$ cat src/design/pps_pkg.sv
// ----------------------------------------------------------------------------
// pps_pkg
// Shared constants and types for the projection profile score block.
// ----------------------------------------------------------------------------
`default_nettype none

package pps_pkg;

  // fixed field widths
  localparam int WORD_BITS  = 32;
  localparam int CFG_BITS   = 14;
  localparam int OUT_BITS   = 48;

  // sizing
  localparam int MAX_WIDTH  = 8192;
  localparam int SCORE_BITS = 48;

  // derived widths
  localparam int WORD_SHIFT = $clog2(WORD_BITS);
  localparam int POS_BITS   = $clog2(MAX_WIDTH / WORD_BITS);
  localparam int LAST_BITS  = CFG_BITS - WORD_SHIFT;
  localparam int COUNT_BITS = $clog2(MAX_WIDTH + 1);
  localparam int PC_BITS    = $clog2(WORD_BITS + 1);
  localparam int SQ_BITS    = 2 * COUNT_BITS;

  // row stage to score stage transaction
  typedef struct packed {
    logic                  valid;
    logic                  add_en;
    logic                  eoi;
    logic [COUNT_BITS-1:0] diff;
  } row_xfer_t;

endpackage

`default_nettype wire

$ cat src/design/pps_row_stage.sv
// ----------------------------------------------------------------------------
// pps_row_stage
// Masks and counts each word, closes rows, and registers the absolute
// count difference for pairs of consecutive text rows.
// ----------------------------------------------------------------------------
`default_nettype none

module pps_row_stage import pps_pkg::*; (
  input  wire logic                 clk,
  input  wire logic                 rst_n,
  input  wire logic [CFG_BITS-1:0]  image_width,
  input  wire logic                 word_valid,
  input  wire logic [WORD_BITS-1:0] pixel_word,
  input  wire logic                 end_of_image,
  output logic                      word_take,
  output row_xfer_t                 xfer,
  input  wire logic                 xfer_take
);

  // popcount as a tree of pairwise field sums
  function automatic logic [PC_BITS-1:0] count_ones(input logic [WORD_BITS-1:0] v);
    logic [WORD_BITS-1:0] s2;
    logic [WORD_BITS-1:0] s4;
    logic [WORD_BITS-1:0] s8;
    logic [WORD_BITS-1:0] s16;
    logic [WORD_BITS-1:0] s32;
    s2  = (v & 32'h5555_5555) + ((v >> 1) & 32'h5555_5555);
    s4  = (s2 & 32'h3333_3333) + ((s2 >> 2) & 32'h3333_3333);
    s8  = (s4 & 32'h0F0F_0F0F) + ((s4 >> 4) & 32'h0F0F_0F0F);
    s16 = (s8 & 32'h00FF_00FF) + ((s8 >> 8) & 32'h00FF_00FF);
    s32 = (s16 & 32'h0000_FFFF) + ((s16 >> 16) & 32'h0000_FFFF);
    return s32[PC_BITS-1:0];
  endfunction

  logic [POS_BITS-1:0]   pos_r, pos_nxt;
  logic [COUNT_BITS-1:0] row_cnt_r, row_cnt_nxt;
  logic [COUNT_BITS-1:0] prev_cnt_r, prev_cnt_nxt;
  logic                  prev_text_r, prev_text_nxt;
  row_xfer_t             xfer_r, xfer_nxt;

  logic [CFG_BITS-1:0]   w_eff;
  logic [CFG_BITS-1:0]   w_m1;
  logic [LAST_BITS-1:0]  last_idx;
  logic                  at_last;
  logic [WORD_BITS-1:0]  mask;
  logic [WORD_BITS-1:0]  word_m;
  logic [COUNT_BITS-1:0] cnt_sum;
  logic                  row_close;
  logic                  is_text;
  logic [COUNT_BITS-1:0] diff;

  // effective width clamped to one through the maximum
  always_comb begin
    if (image_width == '0) begin
      w_eff = CFG_BITS'(1);
    end else if (32'(image_width) > 32'(MAX_WIDTH)) begin
      w_eff = CFG_BITS'(MAX_WIDTH);
    end else begin
      w_eff = image_width;
    end
  end

  // last word position and last word mask
  assign w_m1     = w_eff - CFG_BITS'(1);
  assign last_idx = w_m1[CFG_BITS-1:WORD_SHIFT];
  assign at_last  = LAST_BITS'(pos_r) >= last_idx;
  assign mask     = {WORD_BITS{1'b1}}
                    << (WORD_SHIFT'(WORD_BITS - 1) - w_m1[WORD_SHIFT-1:0]);
  assign word_m   = at_last ? (pixel_word & mask) : pixel_word;

  // row count, text decision and difference to the previous row
  assign cnt_sum   = row_cnt_r + COUNT_BITS'(count_ones(word_m));
  assign row_close = at_last || end_of_image;
  assign is_text   = cnt_sum < (w_eff >> 1);
  assign diff      = (cnt_sum > prev_cnt_r) ? (cnt_sum - prev_cnt_r)
                                            : (prev_cnt_r - cnt_sum);

  // handshake toward the score stage
  assign word_take = word_valid && (!xfer_r.valid || xfer_take);

  // row state update
  always_comb begin
    pos_nxt       = pos_r;
    row_cnt_nxt   = row_cnt_r;
    prev_cnt_nxt  = prev_cnt_r;
    prev_text_nxt = prev_text_r;
    if (word_take) begin
      if (row_close) begin
        prev_cnt_nxt  = cnt_sum;
        prev_text_nxt = is_text;
        row_cnt_nxt   = '0;
        pos_nxt       = '0;
      end else begin
        row_cnt_nxt = cnt_sum;
        pos_nxt     = pos_r + POS_BITS'(1);
      end
      if (end_of_image) begin
        prev_cnt_nxt  = '0;
        prev_text_nxt = 1'b0;
      end
    end
  end

  // stage register
  always_comb begin
    xfer_nxt = xfer_r;
    if (word_take) begin
      xfer_nxt.valid  = 1'b1;
      xfer_nxt.add_en = row_close && is_text && prev_text_r;
      xfer_nxt.eoi    = end_of_image;
      xfer_nxt.diff   = diff;
    end else if (xfer_take) begin
      xfer_nxt.valid = 1'b0;
    end
  end

  always_ff @(posedge clk) begin
    if (!rst_n) begin
      pos_r       <= '0;
      row_cnt_r   <= '0;
      prev_cnt_r  <= '0;
      prev_text_r <= 1'b0;
      xfer_r      <= '0;
    end else begin
      pos_r       <= pos_nxt;
      row_cnt_r   <= row_cnt_nxt;
      prev_cnt_r  <= prev_cnt_nxt;
      prev_text_r <= prev_text_nxt;
      xfer_r      <= xfer_nxt;
    end
  end

  assign xfer = xfer_r;

endmodule

`default_nettype wire

$ cat src/design/pps_score_stage.sv
// ----------------------------------------------------------------------------
// pps_score_stage
// Squares the row difference, adds it into the saturating score and
// holds the finished score in the result register.
// ----------------------------------------------------------------------------
`default_nettype none

module pps_score_stage import pps_pkg::*; (
  input  wire logic                  clk,
  input  wire logic                  rst_n,
  input  wire row_xfer_t             xfer,
  output logic                       xfer_take,
  output logic                       out_valid,
  input  wire logic                  out_stall,
  output logic [OUT_BITS-1:0]        out_profile_score,
  output logic                       out_score_saturated
);

  localparam logic [SCORE_BITS-1:0] SCORE_MAX = {SCORE_BITS{1'b1}};

  logic                  sq_valid_r, sq_valid_nxt;
  logic                  sq_add_r;
  logic                  sq_eoi_r;
  logic [SQ_BITS-1:0]    sq_r;
  logic [SCORE_BITS-1:0] acc_r, acc_nxt;
  logic                  sat_r, sat_nxt;
  logic                  res_valid_r, res_valid_nxt;
  logic [SCORE_BITS-1:0] res_score_r;
  logic                  res_sat_r;

  logic                  out_free;
  logic                  sq_take;
  logic [SCORE_BITS:0]   sum;
  logic [SCORE_BITS-1:0] acc_upd;
  logic                  sat_upd;

  // stage handshakes
  assign out_free  = !res_valid_r || !out_stall;
  assign sq_take   = sq_valid_r && (!sq_eoi_r || out_free);
  assign xfer_take = xfer.valid && (!sq_valid_r || sq_take);

  // square register
  assign sq_valid_nxt = xfer_take ? 1'b1 : (sq_take ? 1'b0 : sq_valid_r);

  always_ff @(posedge clk) begin
    if (xfer_take) begin
      sq_r     <= SQ_BITS'(xfer.diff) * SQ_BITS'(xfer.diff);
      sq_add_r <= xfer.add_en;
      sq_eoi_r <= xfer.eoi;
    end
  end

  // saturating accumulate
  assign sum = {1'b0, acc_r} + (SCORE_BITS + 1)'(sq_r);

  always_comb begin
    acc_upd = acc_r;
    sat_upd = sat_r;
    if (sq_add_r) begin
      if (sum[SCORE_BITS]) begin
        acc_upd = SCORE_MAX;
        sat_upd = 1'b1;
      end else begin
        acc_upd = sum[SCORE_BITS-1:0];
      end
    end
  end

  // accumulator clears when the score moves into the result register
  always_comb begin
    acc_nxt = acc_r;
    sat_nxt = sat_r;
    if (sq_take) begin
      if (sq_eoi_r) begin
        acc_nxt = '0;
        sat_nxt = 1'b0;
      end else begin
        acc_nxt = acc_upd;
        sat_nxt = sat_upd;
      end
    end
  end

  // result register
  assign res_valid_nxt = (res_valid_r && out_stall) || (sq_take && sq_eoi_r);

  always_ff @(posedge clk) begin
    if (sq_take && sq_eoi_r) begin
      res_score_r <= acc_upd;
      res_sat_r   <= sat_upd;
    end
  end

  always_ff @(posedge clk) begin
    if (!rst_n) begin
      sq_valid_r  <= 1'b0;
      acc_r       <= '0;
      sat_r       <= 1'b0;
      res_valid_r <= 1'b0;
    end else begin
      sq_valid_r  <= sq_valid_nxt;
      acc_r       <= acc_nxt;
      sat_r       <= sat_nxt;
      res_valid_r <= res_valid_nxt;
    end
  end

  assign out_valid           = res_valid_r;
  assign out_profile_score   = OUT_BITS'(res_score_r);
  assign out_score_saturated = res_sat_r;

endmodule

`default_nettype wire

$ cat src/design/projection_profile_score_top.sv
// ----------------------------------------------------------------------------
// projection_profile_score_top
// Horizontal projection profile score of a bilevel image streamed as
// 32-bit words, one score per image.
// ----------------------------------------------------------------------------
//  channel  | handshake                  | payload
//  ---------+----------------------------+---------------------------------
//  in       | in_valid / in_stall        | in_pixel_word, in_end_of_image
//  out      | out_valid / out_stall      | out_profile_score,
//           |                            | out_score_saturated
//  cfg      | cfg_wr_en                  | cfg_wr_data (image width)
//
//  one word is accepted every cycle unless in_stall holds it; the input
//  register, row stage, square register and accumulator are its stages
//  the score shows on out from the result register, after the square register
//  out_stall backs the pipeline up only while an end-of-image transaction
//  waits behind a held result
//  synchronous reset clears all row and score state, no clearing pass
// ----------------------------------------------------------------------------
`default_nettype none

module projection_profile_score_top import pps_pkg::*; (
  input  wire logic                 clk,
  input  wire logic                 rst_n,
  input  wire logic                 in_valid,
  output logic                      in_stall,
  input  wire logic [WORD_BITS-1:0] in_pixel_word,
  input  wire logic                 in_end_of_image,
  output logic                      out_valid,
  input  wire logic                 out_stall,
  output logic [OUT_BITS-1:0]       out_profile_score,
  output logic                      out_score_saturated,
  input  wire logic                 cfg_wr_en,
  input  wire logic [CFG_BITS-1:0]  cfg_wr_data
);

  logic [CFG_BITS-1:0]  width_r;
  logic                 in_valid_r, in_valid_nxt;
  logic [WORD_BITS-1:0] in_word_r;
  logic                 in_eoi_r;
  logic                 in_take;
  logic                 word_take;
  logic                 xfer_take;
  row_xfer_t            xfer;

  // width register
  always_ff @(posedge clk) begin
    if (!rst_n) begin
      width_r <= CFG_BITS'(MAX_WIDTH);
    end else if (cfg_wr_en) begin
      width_r <= cfg_wr_data;
    end
  end

  // input register
  assign in_stall     = in_valid_r && !word_take;
  assign in_take      = in_valid && !in_stall;
  assign in_valid_nxt = in_take || (in_valid_r && !word_take);

  always_ff @(posedge clk) begin
    if (!rst_n) begin
      in_valid_r <= 1'b0;
    end else begin
      in_valid_r <= in_valid_nxt;
    end
  end

  always_ff @(posedge clk) begin
    if (in_take) begin
      in_word_r <= in_pixel_word;
      in_eoi_r  <= in_end_of_image;
    end
  end

  // row counting stage
  pps_row_stage u_row (
    .clk          (clk),
    .rst_n        (rst_n),
    .image_width  (width_r),
    .word_valid   (in_valid_r),
    .pixel_word   (in_word_r),
    .end_of_image (in_eoi_r),
    .word_take    (word_take),
    .xfer         (xfer),
    .xfer_take    (xfer_take)
  );

  // square, accumulate and result stage
  pps_score_stage u_score (
    .clk                 (clk),
    .rst_n               (rst_n),
    .xfer                (xfer),
    .xfer_take           (xfer_take),
    .out_valid           (out_valid),
    .out_stall           (out_stall),
    .out_profile_score   (out_profile_score),
    .out_score_saturated (out_score_saturated)
  );

endmodule

`default_nettype wire

$ cat config.mk
export PLATFORM = sky130hd
export DESIGN_NAME = projection_profile_score_top
export DESIGN_NICKNAME = d
export VERILOG_FILES = /design/src/design/pps_pkg.sv /design/src/design/pps_row_stage.sv /design/src/design/pps_score_stage.sv /design/src/design/projection_profile_score_top.sv
export SDC_FILE = /design/constraint.sdc
export NUM_CORES = 1
export LEC_CHECK = 0
export BUFFER_PORTS_ARGS = -buffer_cell sky130_fd_sc_hd__buf_2
export CORE_MARGIN = 1
export CORE_UTILIZATION = 57
export DETAILED_ROUTE_END_ITERATION = 16
export GPL_TIMING_DRIVEN = 0
export PLACE_DENSITY = 0.76
export SETUP_SLACK_MARGIN = 0.3
export SYNTH_ARGS = -nofsm -noshare
export SYNTH_HDL_FRONTEND = slang
export SYNTH_SLANG_ARGS = --single-unit
$ cat constraint.sdc
create_clock -name clk -period 10.8 [get_ports clk]
set_input_delay 1.08 -clock clk [delete_from_list [all_inputs] [get_ports clk]]
set_output_delay 1.08 -clock clk [all_outputs]
set_load 0.005 [all_outputs]
* Word level (Yosys, flattened, before mapping)
Index checks and enable logic that the tools add are counted.
** Operators by class
- Multiply operators :: 1
- Bitwise gates (word level) :: 1
- Order comparisons :: 4
- Add/sub/neg operators :: 12
- Shift operators :: 1
- Mux-type cells :: 20
- Reductions and logical operators :: 28
** Operators with widths (count)
- 2-to-1 mux 48 bit :: 3
- 2-to-1 mux 14 bit :: 6
- adder 48 x 28 -> 49 bit :: 1
- adder 31 x 31 -> 32 bit :: 1
- bitwise AND 32 bit :: 1
- 2-to-1 mux 32 bit :: 1
- << shifter 32 x 5 -> 32 bit (first input constant) :: 1
- adder 30 x 30 -> 31 bit :: 1
- adder 28 x 27 -> 29 bit :: 1
- multiplier 14 x 14 -> 28 bit :: 1
- subtractor 14 bit :: 2
- adder 22 x 21 -> 22 bit :: 1
- adder 14 x 6 -> 14 bit :: 1
- > comparator 14 bit :: 1
- > comparator 14 bit (second input constant) :: 1
- logical NOT 14 bit :: 1
- < comparator 14 x 13 -> 1 bit :: 1
- subtractor 14 x 1 -> 14 bit (second input constant) :: 1
- greater-or-equal comparator 8 x 9 -> 1 bit :: 1
- logical AND 1 bit :: 9
- 2-to-1 mux 1 bit :: 9
- adder 8 x 1 -> 8 bit (second input constant) :: 1
- 2-to-1 mux 8 bit :: 1
- logical NOT 1 bit :: 7
- 5 further kinds :: 13
** Word-level totals
- Input port bits :: 52
- Word-level logic and storage cells :: 88
- Register bits after elaboration :: 232
- Output and inout port bits :: 51

* Longest topological paths before layout
Gate-level depths: netlist of run 1.
- Depth in word-level cells :: 17
- Mapped depth :: 52

* Modules after synthesis
A second synthesis of run 1 with hierarchy kept.
** Second synthesis, totals
- Cell total of the unflattened synthesis :: 2163
- Area total of the unflattened synthesis :: 20180.6 um^2
** Modules (own cells, without submodules)
- pps_score_stage :: area each 12792.3 um^2, cells an instance 1380, instances 1, seq. area each 3363.2 um^2
- pps_row_stage :: area each 5816.8 um^2, cells an instance 701, instances 1, seq. area each 1081.0 um^2
- projection_profile_score_top :: area each 1571.5 um^2, cells an instance 82, instances 1, seq. area each 1291.2 um^2

* Worst setup path before layout of run 1
Ideal clock, no wire load.
- Path kind :: reg2reg
- From :: register width_r[5]
- To :: register u_row.xfer_r, in the netlist u_row.xfer[12]
- Arrival time :: 10545 ps
- Clock period less this slack :: 10624 ps
- Path slack :: 176 ps
- Required time :: 10721 ps
- Stages on the path, launching flop included :: 46
- Cells stage by stage :: dfxtp_1 or4_1 nor4_2 nand3_1 a21o_1 ha_1 o21ai_0 o211ai_1 o21ai_0 a21oi_1 ha_1 a21o_1 a21oi_1 o21ai_1 o41ai_2 or3_1 clkbuf_1 clkbuf_1 (+10 left out) fa_1 nor2b_1 o21ai_0 a21oi_1 o21ai_0 a21oi_1 xnor2_1 inv_1 ha_1 clkbuf_1 and3_1 a22oi_1 a31oi_1 o21ai_1 mux2i_1 a2bb2oi_1 o22a_1 o211ai_1
** Between the ends
- Word-level cells in the longest chain between the ends :: 16
- Elaborated cells between the ends (all ways) :: 20
- Those cells by class :: 10 x add/sub; 3 x order compare; 1 x shift; 4 x mux; 1 x bitwise; 1 x reduce/logical
** Ends and longest elaborated chain
- from (decl) :: line projection_profile_score_top.sv:37 : logic [CFG_BITS-1:0] width_r;
- from (signal assigned) :: line projection_profile_score_top.sv:49 : width_r <= CFG_BITS'(MAX_WIDTH);
- from (signal assigned) :: line projection_profile_score_top.sv:51 : width_r <= cfg_wr_data;
- > comparator 14 bit :: line pps_row_stage.sv:56 : end else if (32'(image_width) > 32'(MAX_WIDTH)) begin
- 2-to-1 mux 14 bit :: line pps_row_stage.sv:56
- 2-to-1 mux 14 bit * :: line pps_row_stage.sv:54 : if (image_width == '0) begin
- subtractor 14 x 1 -> 14 bit * :: line pps_row_stage.sv:64 : assign w_m1 = w_eff - CFG_BITS'(1);
- subtractor 5 bit :: line pps_row_stage.sv:68 : << (WORD_SHIFT'(WORD_BITS - 1) - w_m1[WORD_SHIFT-1:0]);
- << shifter 32 x 5 -> 32 bit :: line pps_row_stage.sv:67 : assign mask = {WORD_BITS{1'b1}}
- bitwise AND 32 bit :: line pps_row_stage.sv:69 : assign word_m = at_last ? (pixel_word & mask) : pixel_word;
- 2-to-1 mux 32 bit * :: line pps_row_stage.sv:69
- adder 31 x 31 -> 32 bit * :: line pps_row_stage.sv:27 : s2 = (v & 32'h5555_5555) + ((v >> 1) & 32'h5555_5555);
- adder 30 x 30 -> 31 bit * :: line pps_row_stage.sv:28 : s4 = (s2 & 32'h3333_3333) + ((s2 >> 2) & 32'h3333_3333);
- adder 28 x 27 -> 29 bit * :: line pps_row_stage.sv:29 : s8 = (s4 & 32'h0F0F_0F0F) + ((s4 >> 4) & 32'h0F0F_0F0F);
- adder 22 x 21 -> 22 bit * :: line pps_row_stage.sv:30 : s16 = (s8 & 32'h00FF_00FF) + ((s8 >> 8) & 32'h00FF_00FF);
- adder 6 bit * :: line pps_row_stage.sv:31 : s32 = (s16 & 32'h0000_FFFF) + ((s16 >> 16) & 32'h0000_FFFF);
- adder 14 x 6 -> 14 bit * :: line pps_row_stage.sv:72 : assign cnt_sum = row_cnt_r + COUNT_BITS'(count_ones(word_m));
- subtractor 14 bit (tied with other cells) :: line pps_row_stage.sv:76 : : (prev_cnt_r - cnt_sum);
- 2-to-1 mux 14 bit * :: line pps_row_stage.sv:75 : assign diff = (cnt_sum > prev_cnt_r) ? (cnt_sum - prev_cnt_r)
- to (signal assigned) :: line pps_row_stage.sv:129 : xfer_r <= xfer_nxt;
- to (decl) :: line pps_row_stage.sv:39 : row_xfer_t xfer_r, xfer_nxt;
Every way passes the cells marked *; elsewhere a longest branch is shown, timed or not.
A chain may end at the register's enable or synchronous reset.

* Final worst setup path of run 1
- From :: register width_r[6]
- To :: register u_row.xfer_r, in the netlist u_row.xfer[11]
Same word-level chain as after synthesis.

==> results of run 1 <==
## metal layers
metal	GRT usage	part of all wire
met3	0.04269	0.065
met4	0.08607	0.028
met5	0	0
met2	0.4716	0.48
met1	0.3695	0.43
## registers in the layout, indices dropped and copies added (netlist names), 8 cells and up
signal / count
u_score.acc_r: 48
u_score.out_profile_score: 48
in_word_r: 32
u_score.sq_r: 27
u_row.xfer: 17
u_row.prev_cnt_r: 14
u_row.row_cnt_r: 14
width_r: 14
u_row.pos_r: 8
## placed cells by master (no fill, tap or decap), types with 11 or more instances in the layout
cell,netlist,final
a211oi_1,14,12
a21o_1,47,47
a21oi_1,143,130
a21oi_2,2,14
a22o_1,29,29
and2_1,73,72
and3_1,20,16
buf_2,11,112
buf_4,2,40
buf_6,0,11
clkbuf_1,71,64
clkbuf_16,0,27
dfxtp_1,120,119
edfxtp_1,111,111
fa_1,134,128
ha_1,219,206
inv_1,184,175
mux2i_1,18,16
nand2_1,168,165
nand2b_1,17,17
nand3_1,38,33
nand4_1,19,19
nor2_1,140,140
nor2b_1,26,22
nor3_1,27,25
o211ai_1,14,14
o21a_1,25,24
o21ai_0,57,48
o21ai_1,33,35
o21bai_1,13,13
o22a_1,13,13
o22ai_1,15,15
xnor2_1,73,63
xor2_1,35,33
## cell type report
cell class / count / share of cell area
inverters: 185 / 0.03072
clock buffers: 30 / 0.03083
clock inverters: 18 / 0.01350
flip-flops and latches: 231 / 0.2539
multi-input cells: 1547 / 0.5892
well taps: 448 / 0.02479
repair buffers: 146 / 0.03907
plain buffers: 87 / 0.01799
## cells by family after synthesis
group                    count (synthesis)
multiplexers                            20
AO/OA/AOI/OAI                          499
XOR/XNOR                               108
AND/OR/NAND/NOR                        567
flip-flops                             231
buffers and inverters                  272
adder cells (fa/ha/maj)                353
## cell usage after synthesis, drive strengths merged, types with 6 or more instances
cell type	n
a211o	6
a211oi	18
a21o	47
a21oi	145
a22o	29
a31oi	11
and2	73
and3	20
and4	6
buf	16
clkbuf	71
dfxtp	120
edfxtp	111
fa	134
ha	219
inv	185
mux2i	18
nand2	168
nand2b	17
nand3	38
nand4	21
nor2	140
nor2b	26
nor3	27
o211ai	14
o21a	25
o21ai	90
o21bai	13
o221ai	6
o22a	13
o22ai	15
o311a	7
o311ai	6
or2	9
or3	11
xnor2	73
xor2	35
## through the flow
| step | std cells | setup slack (ns) | setup TNS, ns | hold slack (ns) | cell area [µm²] |
|---|---|---|---|---|---|
| after floorplan | 2050 | 0.3885 | 0 | 0.4081 | 19470 |
| after global placement | 2599 | -1.353 | -16.09 | 0.4361 | 20540 |
| after detailed placement | 2601 | -1.468 | -18.37 | 0.4427 | 20590 |
| after CTS | 2666 | 0.3052 | 0 | 0.4563 | 22070 |
| after global routing | 2692 | -0.03385 | -0.05172 | 0.4877 | 22610 |
| final | 2692 | 0.3664 | 0 | 0.4569 | 22610 |
## how the worst max path moves through the flow
stage                          end  slack, ns
global placement    u_row.xfer[12]      -1.35
detailed placement  u_row.xfer[12]      -1.47
global route        u_row.xfer[11]      -0.03
finish              u_row.xfer[11]       0.37
floorplan           u_row.xfer[11]       0.39
CTS                 u_row.xfer[11]       0.31
## tightest hold or removal path, delay by kind of cell (launching register included)
kind             cells  cell delay [ns]
AND/OR/NAND/NOR      1             0.04
flip-flops           1             0.32
AO/OA/AOI/OAI        1             0.06
## what timing repair did
item,4_1_cts,5_1_grt
pin swaps,26,73
resized for setup,77,92
endpoints found under the setup margin,15,15
buffers inserted,16,25
cloned,1,1
==> results.md, run 1 <==
- Status: completed
- Ys async rst share: 0
- Crit-path max FO: 10
- Total of max-cap violations: 0
- Dpl hpwl: 37120 µm
- Area of the multi-input gates: 0.01332 mm²
- Routed Antenna Nets: 0
- WP buf/inv: 8
- Register area share after synthesis: 0.2947
- Syn_nets: 2455
- Global-route wire length before repair: 79440 µm
- Main combinational cell family by area after synthesis: adder cells
- Hold bufs inserted after CTS: 0
- H-tree depth: 1
- Synth Area in Simple Gates: 0.1416
- 1st-pass router iterations: 5
- Delay-heaviest family, CP: adder cells
- Vias in the first global route: 15880
- Final Max Slew Viols: 0
- Register bit count reported by yosys: 231
- Crit-path most repeated cell: a21oi_2
- Area of the die: 0.03488 mm²
- Vias: 15920
- Root Buffer: clkbuf_16
- Initial antenna violation count: 0
- Fillers: 2605
- Tot GR Track Use: 0.2793
- Clk_lat worst skew: 0.54 ns
- Wire per inst: 18.38 µm
- RSZ-0062 raised after global routing: true
- Fin crit share: 0.9661
- Critical path origin: width_r[6]
- Syn Area/Cell: 9.493 µm²
- FMAX: 95.84 MHz
- Clock sink total: 231
- Worst hold-check path type: flop to flop
- Die W: 186.8 µm
- Crit start category: flop
- CTS buffer count: 26
- Number of remaining DRC errors: 0
- Unique cell type count in the Yosys netlist: 83
- Placer Congestion: 0.9696
- Core ar.: 0.03353 mm²
- # IOs: 103
- Hold Vio Cnt, Final: 0
- CP max stage delay: 0.61 ns
- Post-synthesis adder-cell area fraction: 0.2787
- Top FF cell, synth: dfxtp_1
- Mux cell area share after synthesis: 0.01042
- Worst min-delay path startpoint: u_row.prev_text_r
- Final #Nets: 2629
- Antenna Cells: 0
- Mapped Cells: 2050
- PortBufs: 101
- Yosys warnings: 0
- Overall die height: 186.8 µm
- Tmin final: 10.43 ns
- Mapped cell area: 0.01946 mm²
- Number of flops mapped to enable cells by yosys: 111
- Clock tree buffer depth: 3
- Register-to-register setup slack: 0.37 ns
- Area leader, netlist: edfxtp_1
- Synthesis-to-finish area growth: 16.18%
- Register area: 0.005739 mm²
- Share of layout cells above drive strength 1: 0.1506
- Vias per cell: 5.913
- Synth Area in Compound Gates: 0.1724
- Worst reg-to-reg path cell count: 50
- Critical Path RT: 11.25 ns
- Top post-synthesis cells by area: edfxtp_1, ha_1, fa_1
- Std-Cell Rows: 67
- Actual slew at the worst max-slew pin: 0.9442 ns
- Hold path endpoint: u_row.prev_text_r
- Clock slew at reported path FFs: 0.06 ns
- Gr ovfl total: 0
- CP Depth: 50
- Routed WL: 49470 µm
- Setup-failing EPs final: 0
- Hold path depth: 2
- Worst setup EP type: flop
- FF-to-FF Start: width_r[6]
- Critical Path Slowest Stage Cell: fa_2
- Crit Reg-Reg Endpoint: u_row.xfer[11]
- Arrival time worst endpoint: 10.88 ns
- Critical path class: flop to flop
- CTS tree: done
- Clock Skews: 0.01556 ns
- Xor/xnor share of the synthesized area: 0.04861
- Core Util, Final: 0.6742
- Pin count of the biggest net entering global routing: 42
- Synth top area share: 0.1713
- Starting Density: 0.5803
- 1st-iter DRT viols: 1156
- Max transition margin: 0.3682
Power of run 1 is left out: the tool's default activity adds up to more than one toggle a clock period on the data nets, which glitch-free logic cannot reach.
==> inputs of run 2 (changes only) <==
--- a/config.mk
+++ b/config.mk
@@ -8,3 +8,3 @@
 export BUFFER_PORTS_ARGS = -buffer_cell sky130_fd_sc_hd__buf_2
-export CORE_MARGIN = 1
+export CORE_MARGIN = 2
 export CORE_UTILIZATION = 57
==> constraint.sdc (replaced) <==
create_clock -name clk -period 10.8 [get_ports clk]
set_input_delay 0 -clock clk [delete_from_list [all_inputs] [get_ports clk]]
set_output_delay 0 -clock clk [all_outputs]
set_load 0.005 [all_outputs]
==> run 2 against run 1 <==
Net effect:
- utilization increased by 1.7 points
- sequential cell count unchanged
- worst hold slack worse by 0.29 ns
- critical path depth is 3 lower
- clock skew rose by 0.0045 ns
- first-iteration DRC count grew 15%
- critical endpoint is now u_row.xfer[3]
==> results.md, run 2 (same netlist as run 1, synthesis figures left out) <==
- Status: completed
- Tot GR Track Use: 0.2844
- Register-to-register setup slack: 0.09 ns
- Most common cell after layout, fill and taps aside: ha_1
- PortBufs: 101
- Setup-failing EPs final: 0
- Crit-path max FO: 8
- Global-route wire length before repair: 82100 µm
- Root Buffer: clkbuf_16
- Tmin final: 10.71 ns
- Worst reg-to-reg path cell count: 47
- Vias: 16480
- Worst hold-check path type: primary input to flop
- Post-route cell area: 0.02322 mm²
- Routed Antenna Nets: 0
- Critical Path Slowest Stage Cell: fa_2
- Hold Vio Cnt, Final: 0
- Fillers: 2457
- Crit start category: flop
- Core Util, Final: 0.6909
- Overall die height: 188.8 µm
- Clock tree buffer depth: 3
- Actual slew at the worst max-slew pin: 0.9526 ns
- Highest-count cells in the layout ignoring fill and taps: ha_1, inv_1, nand2_1, nor2_1, fa_1
- # IOs: 103
- Wire per inst: 18.86 µm
- Share of layout cells above drive strength 1: 0.1524
- Placer Congestion: 0.9458
- Max transition margin: 0.3636
- Starting Density: 0.5789
- Fin crit share: 0.9919
- Crit Reg-Reg Endpoint: u_row.xfer[3]
- Std-Cell Rows: 67
- Register area: 0.005739 mm²
- 1st-pass router iterations: 6
- Placed cell areas: 0.02059 mm²
- Worst setup EP type: flop
- Antenna Cells: 0
- Clock Skews: 0.02002 ns
- Final Max Slew Viols: 0
- Die W: 188.8 µm
- Final #Nets: 2688
- Gr ovfl total: 0
- Area of the die: 0.03563 mm²
- Routed WL: 51880 µm
- CP max stage delay: 0.56 ns
- Clock slew at reported path FFs: 0.06 ns
- Critical path class: flop to flop
- Pin count of the biggest net entering global routing: 42
- Synthesis-to-finish area growth: 19.35%
- Dpl hpwl: 37410 µm
- Clk_lat worst skew: 0.56 ns
- H-tree depth: 1
- Critical path origin: width_r[6]
- RSZ-0062 raised after global routing: true
- FF-to-FF Start: width_r[6]
- Arrival time worst endpoint: 11.17 ns
- Vias per cell: 5.989
- Core ar.: 0.03362 mm²
- FMAX: 93.35 MHz
- 1st-iter DRT viols: 1326
- Clock sink total: 231
- Vias in the first global route: 16360
- CTS buffer count: 26
- Area of the multi-input gates: 0.01343 mm²
- Crit path to: u_row.xfer[3]
- Number of remaining DRC errors: 0
- Initial antenna violation count: 1
- CTS tree: done
- Total of max-cap violations: 0
- Critical Path RT: 11.26 ns
run 2: changes by cell type in the layout (fill, tap and decap cells not counted), moves of 4 or more:
cell	change
a21oi_1	-4
clkbuf_8	+4
buf_4	+4
bufinv_16	-4
dlygate4sd3_1	+55
clkbuf_1	+4
run 2: stage by stage:
| stage | setup TNS (ns) | instances | hold WS (ns) | worst slack, ns |
|---|---|---|---|---|
| 2_1_floorplan | 0 | 2050 | 0.09887 | 0.3885 |
| 3_3_place_gp | -15.04 | 2599 | 0.1765 | -1.230 |
| 3_5_place_dp | -19.13 | 2601 | 0.1783 | -1.505 |
| 4_1_cts | 0 | 2730 | 0.1469 | 0.3027 |
| 5_1_grt | -0.3493 | 2751 | 0.1623 | -0.1699 |
| 6_report | 0 | 2751 | 0.1680 | 0.08798 |
run 2: timing repair:
action	in CTS	in global routing
setup endpoints to repair	15	15
hold buffers	55	0
endpoints found under the hold margin	53	0
pin swaps	30	83
cloned	0	1
gates resized for setup	96	91
setup buffers	26	20
run 2: how the worst min path moves through the flow:
| stage | startpoint | end | slack, ns | depth (start not counted) |
|---|---|---|---|---|
| floorplan | in_end_of_image | in_eoi_r | 0.1 | 0 |
| global placement | in_pixel_word[7] | in_word_r[7] | 0.18 | 1 |
| detailed placement | in_pixel_word[15] | in_word_r[15] | 0.18 | 1 |
| CTS | in_pixel_word[7] | in_word_r[7] | 0.15 | 2 |
| global route | in_pixel_word[27] | in_word_r[27] | 0.16 | 2 |
| finish | in_pixel_word[27] | in_word_r[27] | 0.17 | 2 |
run 2: worst max-delay path, delay by kind of cell (launching register included):
| kind | cells | cell delay [ns] |
|---|---|---|
| xor gates and xnor gates | 1 | 0.16 |
| buffers and inverters | 8 | 0.89 |
| adders and majority gates | 10 | 3.84 |
| AOI/OAI and AO/OA | 17 | 2.97 |
| DFF | 1 | 0.35 |
| and+or+nand+nor | 11 | 2.38 |
run 2: metal layers:
metal  track usage  share of wire  vias up
met4       0.08113          0.032        2
li1              -              -     7696
met3       0.04600          0.076      142
met2        0.4772           0.47      720
met5             0        0.00025        -
met1        0.3815           0.42     7915
run 2: final cells by class:
cell class	count	area share
multi-input cells	1547	0.5781
flip-flops and latches	231	0.2471
repair buffers	205	0.06303
clock buffers	38	0.03302
inverters	185	0.02990
well taps	448	0.02414
plain buffers	87	0.01778
clock inverters	10	0.006950
Power of run 2 is left out for the same reason.
==> inputs of run 3 (changes only) <==
CORE_UTILIZATION = 38   (was 57)
MAX_ROUTING_LAYER = met4   (was unset)
PLACE_DENSITY = 0.54   (was 0.76)
==> run 3 against run 2 <==
Net effect:
- via count fell by 4.4%
- final cell count grew 8.5%
- sequential cell count did not move
- critical endpoint is now u_row.xfer[11]
- highest routed layer is now met4
==> results.md, run 3 (same netlist as run 1, synthesis figures left out) <==
- Worst setup EP type: flop
- Root Buffer: clkbuf_16
- FMAX: 96.45 MHz
- Share of layout cells above drive strength 1: 0.1483
- Most common cell after layout, fill and taps aside: ha_1
- Placer Congestion: 0.9130
- Post-Route M1 WL: 25260 µm
- Setup-failing EPs final: 0
- Global-route wire length before repair: 84190 µm
- FF-to-FF Start: width_r[6]
- Actual slew at the worst max-slew pin: 0.9724 ns
- Delay-heaviest family, CP: adder cells
- Met3 Routed Length: 1913 µm
- Worst hold-check path type: primary input to flop
- Overall die height: 230.3 µm
- Worst min-delay path startpoint: in_pixel_word[18]
- Gr ovfl total: 0
- Starting Density: 0.3863
- Final #Nets: 2696
- Crit-path max FO: 8
- Std-Cell Rows: 82
- Setup TNS: 0 ns
- CP max stage delay: 0.56 ns
- Critical Path Slowest Stage Cell: or4_4
- Post-route cell area: 0.02353 mm²
- RSZ-0062 raised after global routing: true
- Tmin final: 10.37 ns
- Highest-count cells in the layout ignoring fill and taps: ha_1, inv_1, nand2_1, nor2_1, a21oi_1
- 1st-iter DRT viols: 955
- Critical Path RT: 11.28 ns
- CTS buffer count: 28
- H-tree depth: 1
- Top Metal Used: met4
- Die W: 230.3 µm
- Antenna Cells: 0
- Max transition margin: 0.3504
- 1st-pass router iterations: 5
- Clock slew at reported path FFs: 0.06 ns
- Wire per inst: 17.57 µm
- Clock sink total: 231
- Routed Antenna Nets: 0
- Tot GR Track Use: 0.2013
- # IOs: 103
- Dpl hpwl: 40130 µm
- CTS tree: done
- Clk_lat worst skew: 0.57 ns
- Hold Worst Slack: 0.1504 ns
- Arrival time worst endpoint: 10.85 ns
- Placed cell areas: 0.02087 mm²
- Pin count of the biggest net entering global routing: 34
- Fin crit share: 0.9600
- Core ar.: 0.05038 mm²
- Hold Vio Cnt, Final: 0
- WP buf/inv: 5
- Number of remaining DRC errors: 0
- Total of max-cap violations: 0
- Critical path origin: width_r[6]
- Status: completed
- Vias in the first global route: 15800
- Crit start category: flop
- Clock tree buffer depth: 3
- Synthesis-to-finish area growth: 20.91%
- Final Max Slew Viols: 0
- Critical path class: flop to flop
- PortBufs: 101
- Vias per cell: 5.274
- Area of the die: 0.05304 mm²
- Vias: 15740
- Routed WL: 52460 µm
- Fillers: 4742
- Core Util, Final: 0.4671
- Clock Skews: 0.02308 ns
- Initial antenna violation count: 0
- DR WL met2: 24180 µm
run 3: final timing paths:
path,cells past startpoint,to,slack (ns)
worst min register to register,0,u_score.sq_eoi_r,0.42
worst max-delay path,46,u_row.xfer[11],0.43
worst max register to register,46,u_row.xfer[11],0.43
worst min-delay path,2,in_word_r[18],0.15
run 3: per-stage QoR:
stage | setup slack (ns) | std cells
2_1_floorplan | 0.3885 | 2050
3_3_place_gp | -1.467 | 2823
3_5_place_dp | -1.592 | 2825
4_1_cts | 0.3028 | 2955
5_1_grt | -0.04400 | 2985
6_report | 0.4321 | 2985
run 3: area by class of cell:
class	instances	area [µm²]	share of cell area
Multi-Input combinational cell	1547	13370	0.5683
Sequential cell	231	5739	0.2439
Timing Repair Buffer	211	1519	0.06456
Tap cell	672	840.8	0.03574
Clock buffer	35	737.0	0.03132
Inverter	185	694.4	0.02951
Buffer	87	439.2	0.01867
Clock inverter	17	187.7	0.007977
run 3: what timing repair did:
item,4_1_cts,5_1_grt
hold buffers,55,0
endpoints found under the setup margin,15,15
buffers inserted,23,28
hold endpoints to repair,52,0
gates cloned,0,2
resized for setup,105,62
pin swaps,39,67
run 3: metal layers:
layer  global-route usage  up-vias
li1                     -     7707
met1               0.2750     7659
met2               0.3201      302
met3              0.02567       76
met4              0.04214        0
met5                    -        -
Power of run 3 is left out for the same reason.
